--- config.mk ---
export PLATFORM = sky130hd
export DESIGN_NAME = alternating_coil_pulse_driver
export DESIGN_NICKNAME = d
export VERILOG_FILES = /design/src/acpd_pkg.sv /design/src/acpd_core.sv /design/src/alternating_coil_pulse_driver.sv
export VERILOG_INCLUDE_DIRS = /design/src /design/src/src
export SDC_FILE = /design/constraint.sdc
export NUM_CORES = 1
export LEC_CHECK = 0
export ABC_AREA = 1
export BUFFER_PORTS_ARGS = -buffer_cell sky130_fd_sc_hd__buf_2
export CAP_MARGIN = 20
export CORE_AREA = 5 5 127 129
export CTS_CLUSTER_SIZE = 30
export DETAILED_ROUTE_END_ITERATION = 12
export DIE_AREA = 0 0 132 134
export PLACE_DENSITY = 0.78
export SLEW_MARGIN = 20
export SYNTH_ARGS = -nofsm -noshare
export SYNTH_HDL_FRONTEND = slang
export SYNTH_SLANG_ARGS = --single-unit
export TNS_END_PERCENT = 50
--- constraint.sdc ---
create_clock -name clk -period 7.57 [get_ports clk]
set_input_delay 1.1355 -clock clk [delete_from_list [all_inputs] [get_ports clk]]
set_output_delay 1.1355 -clock clk [all_outputs]
set_load 0.01 [all_outputs]
--- src/assert_macros.svh ---
// ---------------------------------------------------------------------------
// assert_macros.svh
// Concurrent assertion helpers shared by the RTL; compiled out with
// NO_ASSERTIONS.
// ---------------------------------------------------------------------------
`ifndef ASSERT_MACROS_SVH
`define ASSERT_MACROS_SVH

`ifndef NO_ASSERTIONS

// antecedent and consequent in the same cycle
`define ASSERT_SAME(label, clk, rst, ante, cons) \
  label: assert property (@(posedge clk) disable iff (rst) (ante) |-> (cons)) \
    else $error("assertion failed");

// consequent in the cycle after the antecedent
`define ASSERT_NEXT(label, clk, rst, ante, cons) \
  label: assert property (@(posedge clk) disable iff (rst) (ante) |=> (cons)) \
    else $error("assertion failed");

`else

`define ASSERT_SAME(label, clk, rst, ante, cons)
`define ASSERT_NEXT(label, clk, rst, ante, cons)

`endif

`endif

--- src/acpd_pkg.sv ---
// ---------------------------------------------------------------------------
// acpd_pkg
// Shared types and constants of the alternating coil pulse driver.
// ---------------------------------------------------------------------------
package acpd_pkg;

  localparam int unsigned SAFETY_TICKS = 50;

  localparam logic [15:0] PULSE_MS_RST  = 16'd200;
  localparam logic [15:0] PAUSE_MS_RST  = 16'd100;
  localparam logic [31:0] MIN_GAP_RST   = 32'd0;

  // register indexes
  typedef enum logic [1:0] {
    REG_PULSE_MS   = 2'd0,
    REG_PAUSE_MS   = 2'd1,
    REG_MIN_GAP_MS = 2'd2,
    REG_NONE       = 2'd3
  } reg_idx_t;

  typedef enum logic [1:0] {
    K_TICK    = 2'd0,
    K_TRIGGER = 2'd1,
    K_FORCE_A = 2'd2,
    K_FORCE_B = 2'd3
  } kind_t;

  typedef enum logic [1:0] {
    ST_NONE    = 2'd0,
    ST_STARTED = 2'd1,
    ST_GAP     = 2'd2,
    ST_BUSY    = 2'd3
  } status_t;

  typedef enum logic [1:0] {
    PH_IDLE  = 2'd0,
    PH_DRIVE = 2'd1,
    PH_COAST = 2'd2,
    PH_SPARE = 2'd3
  } phase_t;

  typedef struct packed {
    logic [31:0] min_gap_ms;
    logic [15:0] pause_ms;
    logic [15:0] pulse_ms;
  } cfg_t;

  typedef struct packed {
    logic    busy_res;
    status_t status;
    logic    drive_in2;
    logic    drive_in1;
  } result_t;

endpackage

--- src/acpd_core.sv ---
// ---------------------------------------------------------------------------
// acpd_core
// Pulse sequencer state: gap guard, alternation, drive/coast timing.
// ---------------------------------------------------------------------------
module acpd_core (
  input  logic             clk,
  input  logic             rst,
  input  logic             take,
  input  acpd_pkg::kind_t  kind,
  input  logic             burst,
  input  acpd_pkg::cfg_t   cfg,
  output acpd_pkg::result_t res,
  output logic             busy
);
  import acpd_pkg::*;

  phase_t      phase, phase_next;
  logic [15:0] timer, timer_next;
  logic        pulse_is_b, pulse_is_b_next;
  logic        last_was_a, last_was_a_next;
  logic [31:0] since, since_next;
  logic        stamp, stamp_next;

  logic [17:0] need_sum;
  logic [31:0] need;
  logic [15:0] tdec;
  logic        start_req, coast_req, fin_req;
  status_t     status;

  assign busy = (phase != PH_IDLE);

  always_comb begin
    phase_next      = phase;
    timer_next      = timer;
    pulse_is_b_next = pulse_is_b;
    last_was_a_next = last_was_a;
    since_next      = since;
    stamp_next      = stamp;
    status          = ST_NONE;
    start_req       = 1'b0;
    coast_req       = 1'b0;
    fin_req         = 1'b0;
    tdec            = (timer != 16'd0) ? timer - 16'd1 : 16'd0;
    need_sum        = {2'b00, cfg.pulse_ms} + {2'b00, cfg.pause_ms}
                    + 18'(SAFETY_TICKS);
    need            = (cfg.min_gap_ms > {14'd0, need_sum}) ? cfg.min_gap_ms
                                                           : {14'd0, need_sum};

    unique case (kind)
      K_TICK: begin
        if (since != '1) since_next = since + 32'd1;
        if (phase != PH_IDLE) begin
          timer_next = tdec;
          if (tdec == 16'd0) begin
            if (phase == PH_DRIVE) coast_req = 1'b1;
            else fin_req = 1'b1;
          end
        end
      end
      K_TRIGGER: begin
        if (phase != PH_IDLE) begin
          status = ST_BUSY;
        end else if (!burst && since < need) begin
          status = ST_GAP;
        end else begin
          status          = ST_STARTED;
          start_req       = 1'b1;
          pulse_is_b_next = last_was_a;
          last_was_a_next = ~last_was_a;
          stamp_next      = 1'b1;
        end
      end
      K_FORCE_A, K_FORCE_B: begin
        if (phase != PH_IDLE) begin
          status = ST_BUSY;
        end else begin
          status          = ST_STARTED;
          start_req       = 1'b1;
          pulse_is_b_next = (kind == K_FORCE_B);
          stamp_next      = 1'b0;
        end
      end
      default: status = ST_NONE;
    endcase

    if (start_req) begin
      if (cfg.pulse_ms == 16'd0) begin
        coast_req = 1'b1;
      end else begin
        phase_next = PH_DRIVE;
        timer_next = cfg.pulse_ms;
      end
    end

    if (coast_req) begin
      if (cfg.pause_ms == 16'd0) begin
        fin_req = 1'b1;
      end else begin
        phase_next = PH_COAST;
        timer_next = cfg.pause_ms;
      end
    end

    // gap stamp is taken when a triggered pulse completes
    if (fin_req) begin
      phase_next = PH_IDLE;
      timer_next = 16'd0;
      if (stamp_next) begin
        since_next = 32'd0;
        stamp_next = 1'b0;
      end
    end
  end

  always_comb begin
    res.drive_in1 = (phase_next == PH_DRIVE) && !pulse_is_b_next;
    res.drive_in2 = (phase_next == PH_DRIVE) && pulse_is_b_next;
    res.status    = status;
    res.busy_res  = (phase_next != PH_IDLE);
  end

  always_ff @(posedge clk) begin
    if (rst) begin
      phase      <= PH_IDLE;
      timer      <= 16'd0;
      pulse_is_b <= 1'b0;
      last_was_a <= 1'b0;
      since      <= 32'd0;
      stamp      <= 1'b0;
    end else if (take) begin
      phase      <= phase_next;
      timer      <= timer_next;
      pulse_is_b <= pulse_is_b_next;
      last_was_a <= last_was_a_next;
      since      <= since_next;
      stamp      <= stamp_next;
    end
  end

endmodule

--- src/alternating_coil_pulse_driver.sv ---
// ---------------------------------------------------------------------------
// alternating_coil_pulse_driver
// H-bridge pulse driver for a stepping clock coil; triggered pulses alternate polarity.
// ---------------------------------------------------------------------------
//  channel  | direction | handshake          | payload
//  ---------+-----------+--------------------+------------------------------
//  s_*      | in        | s_tvalid/s_tready  | tuser kind, tdata allow_burst
//  m_*      | out       | m_tvalid/m_tready  | tdata drive/status/busy
//  cfg_*    | in        | cfg_valid/cfg_ready| cfg_addr index, cfg_data value
//
//  One item per cycle: the sequencer state and the output register both load
//  at the accept edge, so the result is offered from the next cycle on.
//  The output register is the only stall point; s_tready drops only while
//  a result is held and m_tready is low.
//  Synchronous reset restores register defaults and an idle sequencer.
//  cfg_ready is always high; each transfer to a mapped index writes one register.
// ---------------------------------------------------------------------------
module alternating_coil_pulse_driver (
  input  logic        clk,
  input  logic        rst,
  // input stream
  input  logic        s_tvalid,
  output logic        s_tready,
  input  logic [7:0]  s_tdata,   // [0] allow_burst, [7:1] zero
  input  logic [1:0]  s_tuser,   // [1:0] kind
  // result stream
  output logic        m_tvalid,
  input  logic        m_tready,
  output logic [7:0]  m_tdata,   // [0] drive_in1, [1] drive_in2, [3:2] status,
                                 // [4] busy_res, [7:5] zero
  // register writes
  input  logic        cfg_valid,
  output logic        cfg_ready,
  input  logic [1:0]  cfg_addr,
  input  logic [31:0] cfg_data
);
  import acpd_pkg::*;

`include "assert_macros.svh"

  cfg_t    cfg;
  result_t res;
  logic    take;
  logic    busy;
  logic    busy_req;

  // configuration registers
  assign cfg_ready = 1'b1;

  always_ff @(posedge clk) begin
    if (rst) begin
      cfg.pulse_ms   <= PULSE_MS_RST;
      cfg.pause_ms   <= PAUSE_MS_RST;
      cfg.min_gap_ms <= MIN_GAP_RST;
    end else if (cfg_valid && cfg_ready) begin
      unique case (reg_idx_t'(cfg_addr))
        REG_PULSE_MS:   cfg.pulse_ms   <= cfg_data[15:0];
        REG_PAUSE_MS:   cfg.pause_ms   <= cfg_data[15:0];
        REG_MIN_GAP_MS: cfg.min_gap_ms <= cfg_data;
        default: ;  // unmapped index: write dropped
      endcase
    end
  end

  // accept whenever the output slot is free or being emptied
  assign s_tready = !m_tvalid || m_tready;
  assign take     = s_tvalid && s_tready;

  acpd_core u_core (
    .clk   (clk),
    .rst   (rst),
    .take  (take),
    .kind  (kind_t'(s_tuser)),
    .burst (s_tdata[0]),
    .cfg   (cfg),
    .res   (res),
    .busy  (busy)
  );

  // result register
  always_ff @(posedge clk) begin
    if (rst) begin
      m_tvalid <= 1'b0;
    end else if (take) begin
      m_tvalid <= 1'b1;
    end else if (m_tready) begin
      m_tvalid <= 1'b0;
    end
  end

  always_ff @(posedge clk) begin
    if (take) begin
      m_tdata <= {3'b000, res};
    end
  end

  // start request accepted while a pulse is running
  assign busy_req = take && busy && (s_tuser != K_TICK);

  // both bridge inputs high would short the supply
  `ASSERT_SAME(a_no_shoot, clk, rst, m_tvalid, !(m_tdata[0] && m_tdata[1]))
  // drive level implies the pulse is still in progress
  `ASSERT_SAME(a_drive_busy, clk, rst, m_tvalid && (m_tdata[0] || m_tdata[1]), m_tdata[4])
  // a request arriving while busy is refused and leaves the sequencer busy
  `ASSERT_NEXT(a_refuse_busy, clk, rst, busy_req, m_tdata[3:2] == ST_BUSY && m_tdata[4] && busy)

endmodule
; Word level (Yosys, flattened, before mapping)
; Index checks and enable logic that the tools add are counted.
[op_classes]
div_mod_pow = 0
n_reduce_logical = 22
shift = 0
bitwise = 3
eq_ne = 8
muxes = 49
multipliers = 0
n_addsub = 4
n_lt_le_gt_ge = 2
[op_table]
columns = op, count
row1 = two-way mux 32 bit, 5
row2 = two-way mux 16 bit, 8
row3 = logical NOT 16 bit, 3
row4 = adder 32 x 1 -> 32 bit (second input constant), 1
row5 = greater-than comparator 32 x 18 -> 1 bit, 1
row6 = less-than comparator 32 bit, 1
row7 = != test 32 bit (second input constant), 1
row8 = two-way mux 1 bit, 24
row9 = adder 18 x 6 -> 18 bit (second input constant), 1
row10 = adder 16 x 16 -> 17 bit, 1
row11 = two-way mux 2 bit, 8
row12 = nonzero test 16 bit, 1
row13 = subtractor 16 x 1 -> 16 bit (second input constant), 1
row14 = == test 2 x 1 -> 1 bit (second input constant), 4
row15 = == test 2 bit (second input constant), 3
row16 = case mux 1 bit (2 select lines), 3
row17 = AND reduction 2 bit, 3
row18 = nonzero test 2 bit, 3
row19 = logical AND 1 bit, 4
row20 = logical NOT 2 bit, 2
row21 = case mux 2 bit (2 select lines), 1
row22 = AND reduction 4 bit, 1
row23 = logical NOT 1 bit, 3
row24 = NOT 1 bit, 3
row25 = 2 further kinds, 2
[word_totals]
ramBits = 0
wordCells = 99
register_bits = 123
mem_bits_ro = 0
output_inout_bits = 11
latch_bits = 0
n_memories = 0

; Longest topological paths before layout
; Gate-level depths: netlist of the first run.
[depth]
depth_word = 15
depth_mapped = 52
mapped_depth_nobuf = 49

; Hierarchy
; Synthesis of the first run repeated with hierarchy kept, for this count alone.
[hier_totals]
cells_unflattened = 1439
area_unflattened_um2 = 9216.3
[modules_own_cells]
columns = module, n_inst, seq_area_each_um2, area_per_inst_um2, cells_per_inst
row1 = acpd_core, 1, 1061.0, 6316.1, 1019
row2 = alternating_coil_pulse_driver, 1, 1451.4, 2900.3, 420

; Worst setup path before layout of the first run
; No wires, ideal clock.
[synth_path]
path_type = reg2reg
startpoint = register, netlist name cfg[16]
endpoint = register u_core.timer[6]
stages_incl_launch_ff = 44
setup_time_ns = 0.070
arrival_ns = 6.238
slack_ns = 1.262
path_buffers = 2
t_required_ns = 7.500
path_cell_list = dfxtp_1 ha_1 inv_1 fa_1 o21ai_0 a21oi_1 nor2_1 nor2_1 xor2_1 a31oi_1 nor3b_1 nand3_1 nor2_1 nand4_1 or3_1 ha_1 a21oi_1 nand2_1 [8 not listed] o21ai_0 a21o_1 a21oi_1 nor2_1 a211oi_1 nand2_1 nand2_1 nand2_2 nand3_4 nand2_4 nand2_4 nand2_4 nand2_1 buf_2 nand2_1 nand2_1 nand2_1 a21oi_1
[synth_between]
elab_chain_cells = 13
word_cells_on_any_way = 17
cone_classes = add/sub: 2 / order compare: 2 / mux: 11 / reduce/logical: 2
[synth_rtl]
columns = element, line
row1 = adder 16 x 16 -> 17 bit, acpd_core.sv:44  ; need_sum = {2'b00, cfg.pulse_ms} + {2'b00, cfg.pause_ms}
row2 = adder 18 x 6 -> 18 bit, acpd_core.sv:45  ; + 18'(SAFETY_TICKS);
row3 = greater-than comparator 32 x 18 -> 1 bit, acpd_core.sv:46  ; need = (cfg.min_gap_ms > {14'd0, need_sum}) ? cfg.min_gap_ms
row4 = two-way mux 32 bit, acpd_core.sv:46
row5 = less-than comparator 32 bit, acpd_core.sv:63  ; end else if (!burst && since < need) begin
row6 = logical AND 1 bit, acpd_core.sv:63
row7 = two-way mux 1 bit, acpd_core.sv:63
row8 = two-way mux 1 bit, acpd_core.sv:61  ; if (phase != PH_IDLE) begin
row9 = case mux 1 bit (2 select lines), acpd_core.sv:49  ; unique case (kind)
row10 = two-way mux 16 bit, acpd_core.sv:86  ; if (start_req) begin
row11 = two-way mux 16 bit, acpd_core.sv:96  ; if (cfg.pause_ms == 16'd0) begin
row12 = two-way mux 16 bit, acpd_core.sv:95  ; if (coast_req) begin
row13 = two-way mux 16 bit (*), acpd_core.sv:105  ; if (fin_req) begin
row14 = to (signal assigned), acpd_core.sv:132  ; timer <= timer_next;
row15 = to (decl), acpd_core.sv:18  ; logic [15:0] timer, timer_next;
; Mark *: on every way between the ends. The rest lies on a longest branch, timed or not.
; A chain may end at the register's enable or synchronous reset.

; Worst setup path in the final report of the first run
[layout_path]
startpoint = register, netlist name cfg[0]
endpoint = register u_core.timer[0]
[layout_between]
elab_chain_cells = 13
word_cells_on_any_way = 18
cone_classes = add/sub: 2 / order compare: 2 / mux: 12 / reduce/logical: 2
[layout_rtl]
columns = element, line
row1 = adder 16 x 16 -> 17 bit, acpd_core.sv:44
row2 = adder 18 x 6 -> 18 bit, acpd_core.sv:45
row3 = greater-than comparator 32 x 18 -> 1 bit, acpd_core.sv:46
row4 = two-way mux 32 bit, acpd_core.sv:46
row5 = less-than comparator 32 bit, acpd_core.sv:63
row6 = logical AND 1 bit, acpd_core.sv:63
row7 = two-way mux 1 bit, acpd_core.sv:63
row8 = two-way mux 1 bit, acpd_core.sv:61
row9 = case mux 1 bit (2 select lines), acpd_core.sv:49
row10 = two-way mux 16 bit, acpd_core.sv:86
row11 = two-way mux 16 bit, acpd_core.sv:96
row12 = two-way mux 16 bit, acpd_core.sv:95
row13 = two-way mux 16 bit (*), acpd_core.sv:105
; Marked as above.

==> results of run 1 <==
cell usage in the layout, fill, tap and decap left out, types with 5 or more instances in the layout:
cell type  count
a31oi_1        7
nand2_1      323
buf_2         48
nand3_1       67
o21ai_0      123
nor3_1        25
dfxtp_1      118
nor4_1        13
xor2_1        24
nand4_1       20
a211oi_1       8
a21oi_1       99
inv_1        163
xnor2_1        7
nor3b_1        7
buf_4         11
clkinv_2       5
clkbuf_16     17
nand3b_1       5
or2_2          8
edfxtp_1       5
ha_1          68
nor2_1       151
routing by layer:
metal / routed length (um) / share of wire [%]
met1: 10500 / 45
met2: 10400 / 45
met5: 0 / 0
met3: 1740 / 7.5
met4: 500 / 2.2
worst max-delay path, delay by kind of cell (launching register included):
| family | cells | cell delay (ps) |
|---|---|---|
| and+or+nand+nor | 19 | 2410 |
| AOI/OAI and AO/OA | 15 | 2280 |
| adders and majority gates | 4 | 1220 |
| buffers and inverters | 3 | 400 |
| DFF | 1 | 390 |
| xor gates and xnor gates | 1 | 100 |
cells in the mapped netlist (7+ instances only):
library cell / count / area [um2]
xor2_1: 26 / 228
a31oi_1: 7 / 43.8
nor4_1: 13 / 81.3
ha_1: 68 / 851
nor2_1: 152 / 571
nand2_1: 324 / 1220
nor3b_1: 8 / 60.1
or2_2: 8 / 50.1
nor3_1: 25 / 125
nand4_1: 20 / 125
dfxtp_1: 118 / 2360
nand3_1: 67 / 335
xnor2_1: 7 / 61.3
a211oi_1: 8 / 60.1
clkbuf_1: 36 / 135
o21ai_0: 124 / 621
a21oi_1: 99 / 495
inv_1: 164 / 616
how the worst max path moves through the flow:
| stage | start | end | slack [ps] |
|---|---|---|---|
| 6_report | cfg[0] | u_core.timer[0] | 660 |
| 5_1_grt | cfg[0] | u_core.timer[14] | 30 |
| 4_1_cts | cfg[0] | u_core.timer[0] | 320 |
| 3_5_place_dp | cfg[0] | m_tdata[0] | 380 |
| 3_3_place_gp | cfg[0] | m_tdata[1] | 500 |
| 2_1_floorplan | cfg[16] | u_core.timer[6] | 1260 |
registers in the layout (all words and copies together), names as in the netlist:
name	cells
u_core.last_was_a	1
u_core.stamp	1
u_core.timer	16
u_core.since	32
cfg	64
m_tdata	5
m_tvalid	1
u_core.phase	2
u_core.pulse_is_b	1
report_power, final:
group	internal, mW	switching (mW)	total [mW]
registers	0.683	0.0314	0.715
clock network	0.507	0.316	0.823
logic	0.171	0.305	0.475
total	1.36	0.652	2.01
area by class of cell:
cell class,instances,area [um2]
Clock inverter,11,119
Clock buffer,20,467
Timing Repair Buffer,60,343
Sequential cell,123,2510
Tap cell,188,235
Inverter,169,636
Multi-Input combinational cell,1006,5390
Fill cell,1361,5220
per-stage QoR:
stage,hold slack [ps],cell area [um2]
2_1_floorplan,442,8710
3_3_place_gp,451,9060
3_5_place_dp,457,9060
4_1_cts,468,9650
5_1_grt,497,9700
6_report,468,9700
kinds of logic (layout without fill, tap and decap cells):
logic type	Yosys count	in the layout	synth area share, %
AOI/OAI and AO/OA	262	262	16.3
xor gates and xnor gates	33	33	3.32
adders and majority gates	69	69	10.0
buffers and inverters	219	260	9.86
DFF	123	123	28.9
other	2	4	0.0863
and+or+nand+nor	637	638	31.6
what timing repair did:
action | in CTS | in global routing
setup buffers | 0 | 1
resized for setup | 0 | 8
setup endpoints to repair | 0 | 56
==> report_table.html, run 1 <==
<table>
<tr><th>Metric</th><th>Value</th></tr>
<tr><th colspan="2">Pwr</th></tr>
<tr><td>Overall power of the completed layout</td><td>about 2.0 mW</td></tr>
<tr><td>Total power density per cell area</td><td>208 mW/mm2</td></tr>
<tr><td>Max VDD drop</td><td>approximately 0.00018 V</td></tr>
<tr><td>Total leakage power</td><td>4.73 nW</td></tr>
<tr><th colspan="2">Clocking</th></tr>
<tr><td>TritonCTS clock tree</td><td>done</td></tr>
<tr><td>Buffer depth of the longest clock path</td><td>2</td></tr>
<tr><td>Number of buffers created by CTS</td><td>17</td></tr>
<tr><td>CTS root buf</td><td>clkbuf_16</td></tr>
<tr><td>CTS clk-pin slew, worst paths</td><td>60 ps</td></tr>
<tr><td>H-tree levels</td><td>4</td></tr>
<tr><td>Hold-fix buffers, CTS</td><td>0</td></tr>
<tr><td>Clock insertion delay at the later pin of the skew report</td><td>430 ps</td></tr>
<tr><td>Number of sinks on the clock net</td><td>roughly 120</td></tr>
<tr><th colspan="2">Placement</th></tr>
<tr><td>Worst slack at placement</td><td>381 ps</td></tr>
<tr><td>Port bufs</td><td>48</td></tr>
<tr><td>Post-Place Cells</td><td>around 1,500</td></tr>
<tr><td>Half-perimeter wire length after placement</td><td>16,400 um</td></tr>
<tr><td>Weighted congestion at the end of routability-driven global placement</td><td>~0.85</td></tr>
<tr><th colspan="2">Logic synthesis</th></tr>
<tr><td>Share of synthesized area occupied by flip-flops and latches</td><td>around 29%</td></tr>
<tr><td>Cells after synthesis</td><td>between 1,000 and 1,500</td></tr>
<tr><td>Flip-flop and latch count after synthesis</td><td>123</td></tr>
<tr><td>Post-synthesis async set-or-reset flop share</td><td>0%</td></tr>
<tr><td>Top_reg_cell synth</td><td>dfxtp_1</td></tr>
<tr><td>Number of unique standard cell types used by synthesis</td><td>49</td></tr>
<tr><td>Total of warnings raised by yosys</td><td>0</td></tr>
<tr><td>Mapped cell area</td><td>0.00871 mm2</td></tr>
<tr><td>EDFF count, synth</td><td>5</td></tr>
<tr><td>Synthesized area divided by synthesized cell count</td><td>6.47 um2</td></tr>
<tr><th colspan="2">Global routing</th></tr>
<tr><td>Total grt overflow</td><td>0</td></tr>
<tr><td>Met2 Use GR</td><td>41.4%</td></tr>
<tr><td>Busiest layer in global routing</td><td>met2</td></tr>
<tr><td>Largest net degree at the start of global routing</td><td>78</td></tr>
<tr><td>First-pass GRT wire length</td><td>37,900 um</td></tr>
<tr><td>Initial antenna violation count</td><td>0</td></tr>
<tr><td>Total Routing Usage GR</td><td>25.8%</td></tr>
<tr><td>Met3 global-route usage</td><td>4.99%</td></tr>
<tr><td>Vias in the first global route</td><td>7,934</td></tr>
<tr><td>Met1 track demand over resource</td><td>roughly 35%</td></tr>
<tr><th colspan="2">Worst setup path</th></tr>
<tr><td>Data required time at the worst endpoint</td><td>7920 ps</td></tr>
<tr><td>Largest stage delay, worst path</td><td>420 ps</td></tr>
<tr><td>Slowest library cell on the worst path</td><td>fa_1</td></tr>
<tr><td>Class of the most critical setup path</td><td>flip-flop to flip-flop</td></tr>
<tr><td>Maximum fanout encountered on the critical timing path</td><td>16</td></tr>
<tr><td>Type of element launching the critical path</td><td>flip-flop</td></tr>
<tr><td>Worst endpoint data arrival time</td><td>7270 ps</td></tr>
<tr><td>CP most frequent cell</td><td>nand2_1</td></tr>
<tr><td>Critical Path End Type</td><td>flip-flop</td></tr>
<tr><td>Critical R2R Capture</td><td>u_core.timer[0]</td></tr>
<tr><td>Worst reg2reg path startpoint</td><td>cfg[0]</td></tr>
<tr><td>Worst-case register-to-register setup slack</td><td>660 ps</td></tr>
<tr><td>Length in cells of the worst reg-to-reg path</td><td>42</td></tr>
<tr><th colspan="2">Floorplanning</th></tr>
<tr><td>Rows</td><td>45</td></tr>
<tr><td>Standard cell core area</td><td>between 0.01 and 0.015 mm2</td></tr>
<tr><td>Initial core utilization</td><td>58.3%</td></tr>
<tr><td>Die extent in y</td><td>134 um</td></tr>
<tr><td>Number of primary I/O pins</td><td>60</td></tr>
<tr><td>Overall die width</td><td>132 um</td></tr>
<tr><td>Die ar.</td><td>0.0177 mm2</td></tr>
<tr><th colspan="2">STA</th></tr>
<tr><td>Final period utilization</td><td>91.3%</td></tr>
<tr><td>Tightest Pin Transition</td><td>946 ps</td></tr>
<tr><td>Post-layout min period</td><td>6910 ps</td></tr>
<tr><td>Crit path setup slack, layout</td><td>656 ps</td></tr>
<tr><td>Final hold violation count</td><td>0</td></tr>
<tr><td>Slew margin rel.</td><td>36.9%</td></tr>
<tr><td>Endpoints failing setup</td><td>0</td></tr>
<tr><td>Achievable frequency</td><td>145 MHz</td></tr>
<tr><td>Final max-slew violation count</td><td>0</td></tr>
<tr><td>Setup repair after global routing missed its margin</td><td>no</td></tr>
<tr><td>Maximum clock skew at final layout</td><td>7.42 ps</td></tr>
<tr><td>Setup TNS</td><td>0 ps</td></tr>
<tr><th colspan="2">Layout</th></tr>
<tr><td>Final net count</td><td>about 1,500</td></tr>
<tr><td>Antenna cells</td><td>0</td></tr>
<tr><td>Share of the core filled with cells in the final layout</td><td>65.0%</td></tr>
<tr><td>Cell Count, Final, Fillers Out</td><td>1,577</td></tr>
<tr><td>Proportion of layout cells with a drive suffix above 1</td><td>9.07%</td></tr>
<tr><td>Area growth from synthesis to layout</td><td>11.4%</td></tr>
<tr><th colspan="2">Hold path</th></tr>
<tr><td>Worst Hold Class</td><td>flip-flop to flip-flop</td></tr>
<tr><td>Terminating pin of the worst hold path</td><td>u_core.stamp</td></tr>
<tr><td>Worst hold stages</td><td>2</td></tr>
<tr><td>Hold path startpoint</td><td>u_core.stamp</td></tr>
<tr><th colspan="2">Routing</th></tr>
<tr><td>Antenna-violating nets left</td><td>0</td></tr>
<tr><td>Post-detailed-route DRC marker count</td><td>0</td></tr>
<tr><td>Detailed-router iteration count before antenna repair</td><td>6</td></tr>
<tr><td>Total via count after detailed routing</td><td>8,882</td></tr>
<tr><td>Detailed-route wire length</td><td>about 23,000 um</td></tr>
<tr><td>Post-DR wirelength/cell</td><td>14.7 um</td></tr>
<tr><td>Via density per instance</td><td>5.63</td></tr>
<tr><td>Initial DRC Count</td><td>825</td></tr>
<tr><th colspan="2">Run status</th></tr>
<tr><td>Status</td><td>finished, final reports clean</td></tr>
<tr><th colspan="2">Run</th></tr>
<tr><td>Number of violations of the max-capacitance limit</td><td>0</td></tr>
</table>
No activity file was read; power rests on OpenSTA's default activity.
==> run 2: changes to the inputs <==
--- a/config.mk
+++ b/config.mk
@@ -9,13 +9,14 @@
 export ABC_AREA = 1
 export BUFFER_PORTS_ARGS = -buffer_cell sky130_fd_sc_hd__buf_2
 export CAP_MARGIN = 20
-export CORE_AREA = 5 5 127 129
+export CORE_AREA = 5 5 130 132
 export CTS_CLUSTER_SIZE = 30
 export DETAILED_ROUTE_END_ITERATION = 12
-export DIE_AREA = 0 0 132 134
+export DIE_AREA = 0 0 135 137
 export PLACE_DENSITY = 0.78
 export SLEW_MARGIN = 20
 export SYNTH_ARGS = -nofsm -noshare
 export SYNTH_HDL_FRONTEND = slang
+export SYNTH_HIERARCHICAL = 1
 export SYNTH_SLANG_ARGS = --single-unit
 export TNS_END_PERCENT = 50
==> report_table.html, run 2 <==
<table>
<tr><th>Metric</th><th>Value</th></tr>
<tr><th colspan="2">Hold path</th></tr>
<tr><td>Worst hold stages</td><td>2</td></tr>
<tr><td>Worst Hold Class</td><td>flip-flop to flip-flop</td></tr>
<tr><th colspan="2">Clocking</th></tr>
<tr><td>Clock insertion delay at the later pin of the skew report</td><td>~420 ps</td></tr>
<tr><td>CTS clk-pin slew, worst paths</td><td>60 ps</td></tr>
<tr><td>Number of sinks on the clock net</td><td>123</td></tr>
<tr><td>Number of buffers created by CTS</td><td>17</td></tr>
<tr><td>H-tree levels</td><td>4</td></tr>
<tr><td>CTS root buf</td><td>clkbuf_16</td></tr>
<tr><td>Hold-fix buffers, CTS</td><td>0</td></tr>
<tr><td>TritonCTS clock tree</td><td>done</td></tr>
<tr><td>Buffer depth of the longest clock path</td><td>2</td></tr>
<tr><th colspan="2">Logic synthesis</th></tr>
<tr><td>Mapped cell area</td><td>0.00922 mm2</td></tr>
<tr><td>Share of synthesized area occupied by flip-flops and latches</td><td>approximately 27%</td></tr>
<tr><td>Flip-flop and latch count after synthesis</td><td>123</td></tr>
<tr><td>Commonest cells in the synthesized netlist</td><td>nand2_1, inv_1, nor2_1</td></tr>
<tr><td>Top cell type by total area after synthesis</td><td>dfxtp_1</td></tr>
<tr><td>Number of unique standard cell types used by synthesis</td><td>52</td></tr>
<tr><td>Share of the synthesized area in the top cell type</td><td>25.6%</td></tr>
<tr><td>Top_reg_cell synth</td><td>dfxtp_1</td></tr>
<tr><td>Cells after synthesis</td><td>1,439</td></tr>
<tr><td>Most numerous cell in the Yosys netlist</td><td>nand2_1</td></tr>
<tr><td>Total of warnings raised by yosys</td><td>6</td></tr>
<tr><td>Synthesized area divided by synthesized cell count</td><td>6.40 um2</td></tr>
<tr><td>EDFF count, synth</td><td>5</td></tr>
<tr><td>Post-synthesis async set-or-reset flop share</td><td>0%</td></tr>
<tr><td>Leading post-synthesis cells by cell area</td><td>dfxtp_1, nand2_1, ha_1, inv_1, nor2_1</td></tr>
<tr><th colspan="2">Layout</th></tr>
<tr><td>Final net count</td><td>about 1,600</td></tr>
<tr><td>Commonest cells after routing, fill and taps aside</td><td>nand2_1, inv_1, nor2_1, dfxtp_1, nand3_1</td></tr>
<tr><td>Multi-input gate area</td><td>0.00571 mm2</td></tr>
<tr><td>Proportion of layout cells with a drive suffix above 1</td><td>10.8%</td></tr>
<tr><td>Biggest registers after layout</td><td>cfg: 64 flops, u_core/since: 32 flops, u_core/timer: 16 flops</td></tr>
<tr><td>Most common cell after layout, fill and taps aside</td><td>nand2_1</td></tr>
<tr><td>Post-route cell area</td><td>0.0102 mm2</td></tr>
<tr><td>Antenna cells</td><td>0</td></tr>
<tr><td>Top register by number of flip-flops</td><td>cfg</td></tr>
<tr><td>Cell Count, Final, Fillers Out</td><td>1,704</td></tr>
<tr><td>Share of the core filled with cells in the final layout</td><td>approximately 66%</td></tr>
<tr><td>Area growth from synthesis to layout</td><td>11.1%</td></tr>
<tr><td>Flip-flop count of the largest register after layout</td><td>64</td></tr>
<tr><td>Area used by sequential logic in the layout</td><td>between 0.002 and 0.003 mm2</td></tr>
<tr><td>Total of fill cells in the finished design</td><td>1,387</td></tr>
<tr><th colspan="2">Pwr</th></tr>
<tr><td>Total leakage power</td><td>around 5.1 nW</td></tr>
<tr><td>Internal Dissipation</td><td>1.32 mW</td></tr>
<tr><td>Comb power frac</td><td>25.8%</td></tr>
<tr><td>Overall power of the completed layout</td><td>between 1.5 and 2 mW</td></tr>
<tr><td>Total power density per cell area</td><td>approximately 190 mW/mm2</td></tr>
<tr><td>Reg power frac</td><td>a little over a third</td></tr>
<tr><td>Switching share of total power</td><td>between 30% and 40%</td></tr>
<tr><td>Net Sw Power</td><td>0.651 mW</td></tr>
<tr><td>Clock Power Share</td><td>37.9%</td></tr>
<tr><td>Max VDD drop</td><td>0.000151 V</td></tr>
<tr><th colspan="2">Worst setup path</th></tr>
<tr><td>Type of element launching the critical path</td><td>flip-flop</td></tr>
<tr><td>Maximum fanout encountered on the critical timing path</td><td>17</td></tr>
<tr><td>Class of the most critical setup path</td><td>flip-flop to flip-flop</td></tr>
<tr><td>Worst endpoint data arrival time</td><td>roughly 7500 ps</td></tr>
<tr><td>Data required time at the worst endpoint</td><td>7880 ps</td></tr>
<tr><td>Length in cells of the worst reg-to-reg path</td><td>47</td></tr>
<tr><td>Largest stage delay, worst path</td><td>350 ps</td></tr>
<tr><td>CP most frequent cell</td><td>nand2_1</td></tr>
<tr><td>Critical Path End Type</td><td>flip-flop</td></tr>
<tr><td>Slowest library cell on the worst path</td><td>dfxtp_1</td></tr>
<tr><th colspan="2">Global routing</th></tr>
<tr><td>Total Routing Usage GR</td><td>25.4%</td></tr>
<tr><td>Largest net degree at the start of global routing</td><td>65</td></tr>
<tr><td>Vias in the first global route</td><td>just under 8,000</td></tr>
<tr><td>First-pass GRT wire length</td><td>38,000 um</td></tr>
<tr><td>Initial antenna violation count</td><td>0</td></tr>
<tr><td>Total grt overflow</td><td>0</td></tr>
<tr><th colspan="2">STA</th></tr>
<tr><td>Smallest hold slack</td><td>469 ps</td></tr>
<tr><td>Tightest Pin Transition</td><td>906 ps</td></tr>
<tr><td>Maximum clock skew at final layout</td><td>7.41 ps</td></tr>
<tr><td>Slew margin rel.</td><td>between 30% and 40%</td></tr>
<tr><td>Achievable frequency</td><td>roughly 140 MHz</td></tr>
<tr><td>Post-layout min period</td><td>between 7000 and 8000 ps</td></tr>
<tr><td>Endpoints failing setup</td><td>0</td></tr>
<tr><td>Final max-slew violation count</td><td>0</td></tr>
<tr><td>Final hold violation count</td><td>0</td></tr>
<tr><td>Final period utilization</td><td>94.6%</td></tr>
<tr><th colspan="2">Floorplanning</th></tr>
<tr><td>Initial core utilization</td><td>59.1%</td></tr>
<tr><td>Die ar.</td><td>0.0185 mm2</td></tr>
<tr><td>Standard cell core area</td><td>0.0156 mm2</td></tr>
<tr><td>Number of primary I/O pins</td><td>60</td></tr>
<tr><td>Rows</td><td>46</td></tr>
<tr><td>Overall die width</td><td>135 um</td></tr>
<tr><td>Die extent in y</td><td>roughly 140 um</td></tr>
<tr><th colspan="2">Placement</th></tr>
<tr><td>Weighted congestion at the end of routability-driven global placement</td><td>0.860</td></tr>
<tr><td>Placement-stage cell area</td><td>0.00956 mm2</td></tr>
<tr><td>Half-perimeter wire length after placement</td><td>17,200 um</td></tr>
<tr><td>Post-Place Cells</td><td>1,664</td></tr>
<tr><td>Port bufs</td><td>48</td></tr>
<tr><th colspan="2">Routing</th></tr>
<tr><td>Post-detailed-route DRC marker count</td><td>0</td></tr>
<tr><td>Total via count after detailed routing</td><td>9,047</td></tr>
<tr><td>Via density per instance</td><td>5.31</td></tr>
<tr><td>Initial DRC Count</td><td>727</td></tr>
<tr><td>Antenna-violating nets left</td><td>0</td></tr>
<tr><td>Detailed-route wire length</td><td>between 20,000 and 25,000 um</td></tr>
<tr><td>Detailed-router iteration count before antenna repair</td><td>5</td></tr>
<tr><td>Post-DR wirelength/cell</td><td>13.8 um</td></tr>
<tr><th colspan="2">Run status</th></tr>
<tr><td>Status</td><td>finished, final reports clean</td></tr>
<tr><th colspan="2">Run</th></tr>
<tr><td>Number of violations of the max-capacitance limit</td><td>0</td></tr>
</table>
## run 2: cell types whose count changed after synthesis, moves of 22 or more
cell     previous run  this run
nand2_1           324       378
nor2_1            152       180
nor2_2              0        22
inv_1             164       200
nand3_1            67        90
o21ai_0           124        80
## run 2: repair_timing
item                                    CTS  global route
endpoints found under the setup margin    0            56
resized for setup                         0            15
endpoints found under the hold margin     0             0
buffers inserted                          0             7
## run 2: critical path: cells and delay by family, from the launching register on
kind                       cells  cell delay [ps]
and+or+nand+nor               27             3080
buffers and inverters          4              410
DFF                            1              350
adders and majority gates      5             1480
AOI/OAI and AO/OA             11             1720
## run 2: layout make-up
type	count	area share, %
timing repair buffer	69	4.30
sequential	123	24.5
tap	216	2.64
inverter	207	7.60
clock inverter	9	0.733
clock buffer	21	4.40
multi-input combinational	1059	55.8
## run 2: through the flow
| stage | worst slack [ps] | TNS, ps |
|---|---|---|
| 4_1_cts | 117 | 0 |
| 6_report | 406 | 0 |
| 3_5_place_dp | 154 | 0 |
| 2_1_floorplan | 1250 | 0 |
| 3_3_place_gp | 315 | 0 |
| 5_1_grt | -67.6 | -1090 |
## run 2: worst paths after layout
check               startpoint               end  slack (ps)
setup / recovery        cfg[1]  u_core/since[16]         410
hold / removal    u_core/stamp      u_core/stamp         470
setup reg to reg        cfg[1]  u_core/since[16]         410
hold reg to reg   u_core/stamp      u_core/stamp         470
## run 2: logic make-up (layout without fill, tap and decap cells)
| kind of cell | count (synthesis) | in the layout | synth area share [%] |
|---|---|---|---|
| buffers and inverters | 261 | 306 | 11.7 |
| XOR/XNOR | 25 | 25 | 2.38 |
| adder cells (fa/ha/maj) | 83 | 83 | 11.3 |
| flip-flops | 123 | 123 | 27.3 |
| other | 2 | 4 | 0.0815 |
| AND/OR/NAND/NOR | 752 | 754 | 35.9 |
| AO/OA/AOI/OAI | 193 | 193 | 11.3 |
## run 2: power by group through the flow
| stage | logic [mW] | clock network, mW | registers, mW |
|---|---|---|---|
| after floorplan | 0.378 | 0 | 0.719 |
| after global placement | 0.470 | 0 | 0.727 |
| after detailed placement | 0.483 | 0 | 0.728 |
| after CTS | 0.488 | 0.752 | 0.714 |
| after global routing | 0.578 | 0.784 | 0.719 |
| final | 0.508 | 0.745 | 0.715 |
## run 2: per-layer routing
| metal | part of all wire [%] | wire [um] | vias up | GRT usage [%] |
|---|---|---|---|---|
| met5 | 0 | 0 | - | 0 |
| met1 | 47 | 11000 | 4029 | 35.3 |
| met2 | 44 | 10400 | 303 | 39.7 |
| met3 | 6.8 | 1600 | 49 | 4.30 |
| li1 | - | - | 4666 | - |
| met4 | 2.5 | 591 | 0 | 9.18 |
